===== config.mk =====
export PLATFORM = sky130hd
export DESIGN_NAME = spq_cell
export DESIGN_NICKNAME = d
export VERILOG_FILES = /design/src/hw/rtl/spq_pkg.sv /design/src/hw/rtl/spq_cell.sv
export SDC_FILE = /design/constraint.sdc
export NUM_CORES = 1
export LEC_CHECK = 0
export CELL_PAD_IN_SITES_DETAIL_PLACEMENT = 2
export CELL_PAD_IN_SITES_GLOBAL_PLACEMENT = 2
export CORE_ASPECT_RATIO = 1.5
export CORE_MARGIN = 2
export CORE_UTILIZATION = 25
export CTS_BUF_LIST = sky130_fd_sc_hd__clkbuf_2
export DETAILED_ROUTE_END_ITERATION = 8
export DONT_BUFFER_PORTS = 1
export PLACE_DENSITY = 0.59
export SKIP_LAST_GASP = 1
export SLEW_MARGIN = 20
export SYNTH_ARGS = -nofsm -noshare
export SYNTH_HDL_FRONTEND = slang
export SYNTH_SLANG_ARGS = --single-unit

===== constraint.sdc =====
create_clock -name i_clk -period 7.6 [get_ports i_clk]
set_clock_uncertainty 0.15 [all_clocks]
set_input_delay 0.38 -clock i_clk [delete_from_list [all_inputs] [get_ports i_clk]]
set_output_delay 0.38 -clock i_clk [all_outputs]
set_load 0.01 [all_outputs]

===== src/hw/rtl/spq_pkg.sv =====
// spq_pkg: constants, status codes and the per-cell operation word
// for the sorted priority queue; no dependencies
package spq_pkg;

    // queue geometry
    localparam int DEPTH   = 64;
    localparam int COUNT_W = $clog2(DEPTH + 1);
    localparam int VAL_W   = 32;
    localparam int PRI_W   = 15;
    localparam int REQ_W   = 16;
    localparam int ST_W    = 2;

    // command codes
    localparam logic CMD_ENQ = 1'b0;
    localparam logic CMD_DEQ = 1'b1;

    // status codes
    localparam logic [ST_W-1:0] ST_OK      = 2'd0;
    localparam logic [ST_W-1:0] ST_FULL    = 2'd1;
    localparam logic [ST_W-1:0] ST_BADPRIO = 2'd2;
    localparam logic [ST_W-1:0] ST_EMPTY   = 2'd3;

    // operation broadcast to every cell
    typedef struct packed {
        logic             enq;
        logic             deq;
        logic [VAL_W-1:0] value;
        logic [PRI_W-1:0] pri;
    } t_cell_op;

endpackage


===== src/hw/rtl/spq_cell.sv =====
// spq_cell: one slot of the sorted row, holding a value and its priority
// depends on spq_pkg for widths and the operation word
module spq_cell
    import spq_pkg::*;
(
    input  logic             i_clk,
    input  t_cell_op         i_op,
    input  logic             i_occ,
    input  logic             i_left_behind,
    input  logic [VAL_W-1:0] i_left_value,
    input  logic [PRI_W-1:0] i_left_pri,
    input  logic [VAL_W-1:0] i_right_value,
    input  logic [PRI_W-1:0] i_right_pri,
    output logic             o_behind,
    output logic [VAL_W-1:0] o_value,
    output logic [PRI_W-1:0] o_pri
);

    logic [VAL_W-1:0] r_value, n_value;
    logic [PRI_W-1:0] r_pri, n_pri;

    // new word goes behind this slot when it holds equal or higher priority
    assign o_behind = i_occ && (r_pri >= i_op.pri);

    // keep, take the new word, shift from the left or shift from the right
    always_comb begin
        n_value = r_value;
        n_pri   = r_pri;
        if (i_op.enq && !o_behind) begin
            if (i_left_behind) begin
                n_value = i_op.value;
                n_pri   = i_op.pri;
            end else begin
                n_value = i_left_value;
                n_pri   = i_left_pri;
            end
        end else if (i_op.deq) begin
            n_value = i_right_value;
            n_pri   = i_right_pri;
        end
    end

    always_ff @(posedge i_clk) begin
        r_value <= n_value;
        r_pri   <= n_pri;
    end

    assign o_value = r_value;
    assign o_pri   = r_pri;

endmodule


# Yosys cells after proc, flatten, opt, wreduce, memory -nomap -nowiden
# Cells that the tools add are included.
word_totals:
  reg_bits: 47
  inputBits: 146
  word_cells: 13
op_classes:
  magnitude_cmp: 1
  muxes: 6
  reduce_logical: 4
op_table:
  columns: ["cell", "n"]
  rows:
  - ["32-bit two-way mux", 3]
  - ["15-bit two-way mux", 3]
  - ["15-bit >= comparator", 1]
  - ["1-bit logical AND", 2]
  - ["2-bit nonzero test", 1]
  - ["1-bit logical NOT", 1]

# Depth between registers and ports, before layout
logic_depth:
  depth_word: 5
  depth_mapped: 9

# Worst setup path after synthesis
# No wires, ideal clock.
synth_path:
  path_kind: "register to register"
  start: "reg r_pri[10], in the netlist o_pri[10]"
  end: "reg r_pri[0], in the netlist o_pri[0], enable pin"
  arrival_ps: 2937
  path_slack_ps: 4106
  path_stages_with_launch: 9
  n_path_buf: 2
  path_cell_list: "edfxtp_1 ha_1 a21oi_1 o21ai_1 a2111oi_2 o211a_1 buf_6 buf_6 or2_1"
synth_between:
  elab_chain_cells: 5
synth_rtl:
  columns: ["item", "line_no", "rtl"]
  rows:
  - ["from (decl)", "spq_cell.sv:20", "logic [PRI_W-1:0] r_pri, n_pri;"]
  - ["from (signal assigned)", "spq_cell.sv:45", "r_pri <= n_pri;"]
  - ["15-bit >= comparator", "spq_cell.sv:23", "assign o_behind = i_occ && (r_pri >= i_op.pri);"]
  - ["1-bit logical AND", "spq_cell.sv:23", null]
  - ["1-bit logical NOT", "spq_cell.sv:29", "if (i_op.enq && !o_behind) begin"]
  - ["1-bit logical AND", "spq_cell.sv:29", null]
  - ["2-bit nonzero test (no source line)", null, null]
# Every way passes these cells.
# A chain may end at the register's enable or synchronous reset.

# Worst setup path in the final report
layout_path:
  start: "reg r_pri[8], in the netlist o_pri[8]"
  end: "reg r_value[20], in the netlist o_value[20], enable pin"
layout_between:
  elab_chain_cells: 5
layout_rtl:
  columns: ["item", "line_no", "rtl"]
  rows:
  - ["15-bit >= comparator", "spq_cell.sv:23", null]
  - ["1-bit logical AND", "spq_cell.sv:23", null]
  - ["1-bit logical NOT", "spq_cell.sv:29", null]
  - ["1-bit logical AND", "spq_cell.sv:29", null]
  - ["2-bit nonzero test (no source line)", null, null]
  - ["to (signal assigned)", "spq_cell.sv:44", "r_value <= n_value;"]
  - ["to (decl)", "spq_cell.sv:19", "logic [VAL_W-1:0] r_value, n_value;"]
# Every way passes these cells.

==> metrics.csv <==
metric,value,unit
worstMarginPinSlew,0.726,ns
power.leakage,1.40,nW
numCtsBuffers,5,
hold_violations,0,
syn_area,3020,µm²
finalCoreUtilization,0.309,
rsz0062_at_grt,no,
grt_pass1_wl,11.7,mm
tns,0,ns
gp_congestion,0.735,
synth_warnings,0,
crit_chain,ha_1 > a21oi_1 > o21ai_1 > a2111oi_2 > o211a_2 > buf_4 > or2_4,
cts_tree,built,
fin_nets,414,
synthArstFlopShare,0,
overflow,0,
startpoint_type,flip-flop,
vias,1875,
ys_seq_elements,47,
relSlewSlack,0.516,
fin_crit_sh,0.467,
yosysMostFrequentCell,mux2_2,
rows,49,
postRouteAntennaNets,0,
synth_top_area_cell,edfxtp_1,
synth_flop_cell,edfxtp_1,
crit_arrival,3.49,ns
clock-sinks,47,
antenna_found_initial,1,
crit_type,reg2reg,
cp-end-kind,flip-flop,
grt_pass1_vias,2137,
grt_max_degree,49,
synth_top_area_frac,0.467,
grtUsageTotal,0.118,
drc,0,
setup_viol,0,
routedWlPerCell,19.3,µm
syn-num-nets,369,
status,completed,
worstPathMaxFanout,48,
drt-initial-drc-count,25,
powerDensity,166,nW/µm²
final_layout_size_suffix_gt1_frac,0.390,
clock_latency,0.43,ns
met3_length,471,µm
peakVddDrop,0.0579,mV
drv_slew,0,
ys_seq_area_frac,0.467,
synth.distinct_cells,25,
fillCellCount,1274,
syn2layout_area_growth,21.7,%
period_needed,3.55,ns
synthTopCellsByArea,"edfxtp_1 (47%), mux2_2 (25%), mux2_4 (9.4%)",
totalWireLength,7.88,mm
cts_root_buffer,clkbuf_2,
cap_violations,0,
clock_path_buffers,2,
die_area,13000,µm²
cts.clk_slew.worst_paths,0.26,ns
crit_slowest_cell,or2_4,
fmax,282,MHz
die_h,139,µm
core_area,11900,µm²
syn_avg_cell_area,14.5,µm²
wl_met2,4.72,mm
netlist_instances,208,
io_pins,194,
first_pass_iters,2,
ys_top_cells_by_count,"mux2_2 (67), edfxtp_1 (47), mux2_4 (19)",
cts_setup_buffers,0,
hold_path_class,in2reg,
dp.final_hpwl,5.82,mm
met1_length,2.57,mm
slowest_delay,0.69,ns
start_util,0.254,
cp.required,7.54,ns
viasPerCell,4.60,
htreeDepth,2,
port-buffer-count,0,
highest_layer,met4,
synth_edf_count,47,
fp.dieW,93.8,µm
[layout make-up]
| type | count | area (µm²) | area share |
|---|---|---|---|
| diodes | 1 | 2.50 | 0.000681 |
| inverters | 16 | 60.1 | 0.0163 |
| repair buffers | 48 | 478 | 0.130 |
| multi-input cells | 135 | 1490 | 0.405 |
| flip-flops and latches | 47 | 1410 | 0.384 |
| well taps | 153 | 191 | 0.0521 |
| clock buffers | 6 | 30.0 | 0.00817 |
| clock inverters | 2 | 12.5 | 0.00340 |
[critical path: cells and delay by family, from the launching register on]
kind	cells	cell delay, ns
buf+inv	1	0.57
fa+ha+maj	1	0.33
simple gates	1	0.69
flops	1	0.51
compound gates	4	0.89
[report_power, final]
group | leakage [nW] | switching, W | total [W] | internal, W
Sequential | 0.475 | 0.0000356 | 0.000364 | 0.000328
Clock | 0.0290 | 0.0000845 | 0.000108 | 0.0000234
Combinational | 0.891 | 0.0000558 | 0.000140 | 0.0000838
Total | 1.39 | 0.000176 | 0.000612 | 0.000436
[per-stage QoR]
step | setup WS [ns] | cell area (µm²) | hold slack (ns) | std cells | power, W
finish | 4.05 | 3680 | 0.123 | 408 | 0.000612
global route | 3.76 | 3680 | 0.0480 | 408 | 0.000648
CTS | 3.63 | 3670 | 0.0695 | 407 | 0.000624
detailed placement | 3.67 | 3160 | 0.441 | 352 | 0.000495
global placement | 3.74 | 3160 | 0.440 | 352 | 0.000490
floorplan | 4.11 | 3020 | 0.431 | 208 | 0.000467
[sequential cells by signal (all words and copies together), names as in the netlist]
register	count
o_pri	15
o_value	32
[cells in the final DEF, fill, tap and decap left out, types with 2 or more instances in the layout]
master,instances
o21ai_0,2
nand4_1,3
a211oi_1,2
ha_1,15
a21oi_1,5
edfxtp_1,47
nor2_1,3
mux2_4,19
clkbuf_2,6
inv_1,16
mux2_2,67
dlygate4sd3_1,47
mux2_1,8
[logic make-up (layout without fill, tap and decap cells)]
logic type | Yosys count | count (layout) | synth area share
AND/OR/NAND/NOR | 12 | 12 | 0.0244
AO/OA/AOI/OAI | 14 | 14 | 0.0319
buffers and inverters | 26 | 72 | 0.0406
other | 0 | 1 | 0
adder cells (fa/ha/maj) | 15 | 15 | 0.0621
flip-flops | 47 | 47 | 0.467
multiplexers | 94 | 94 | 0.374
[worst paths after layout]
check,start,end,slack [ns],depth (start not counted)
hold / removal,i_left_pri[11],o_pri[11],0.12,2
hold reg to reg,o_pri[6],o_value[29],1.51,5
setup / recovery,o_pri[8],o_value[20],4.05,7
setup reg to reg,o_pri[8],o_value[20],4.05,7
[what timing repair did]
item | in CTS | in global routing
hold buffers | 47 | 0
endpoints found under the setup margin | 0 | 0
resized for setup | 0 | 0
hold endpoints to repair | 47 | 0
[metal layers]
metal | vias to the layer above | global-route usage
met5 | - | 0
met4 | 0 | 0.0389
li1 | 880 | -
met2 | 91 | 0.239
met1 | 896 | 0.111
met3 | 8 | 0.0283
Power figures use the tool's default switching activity.
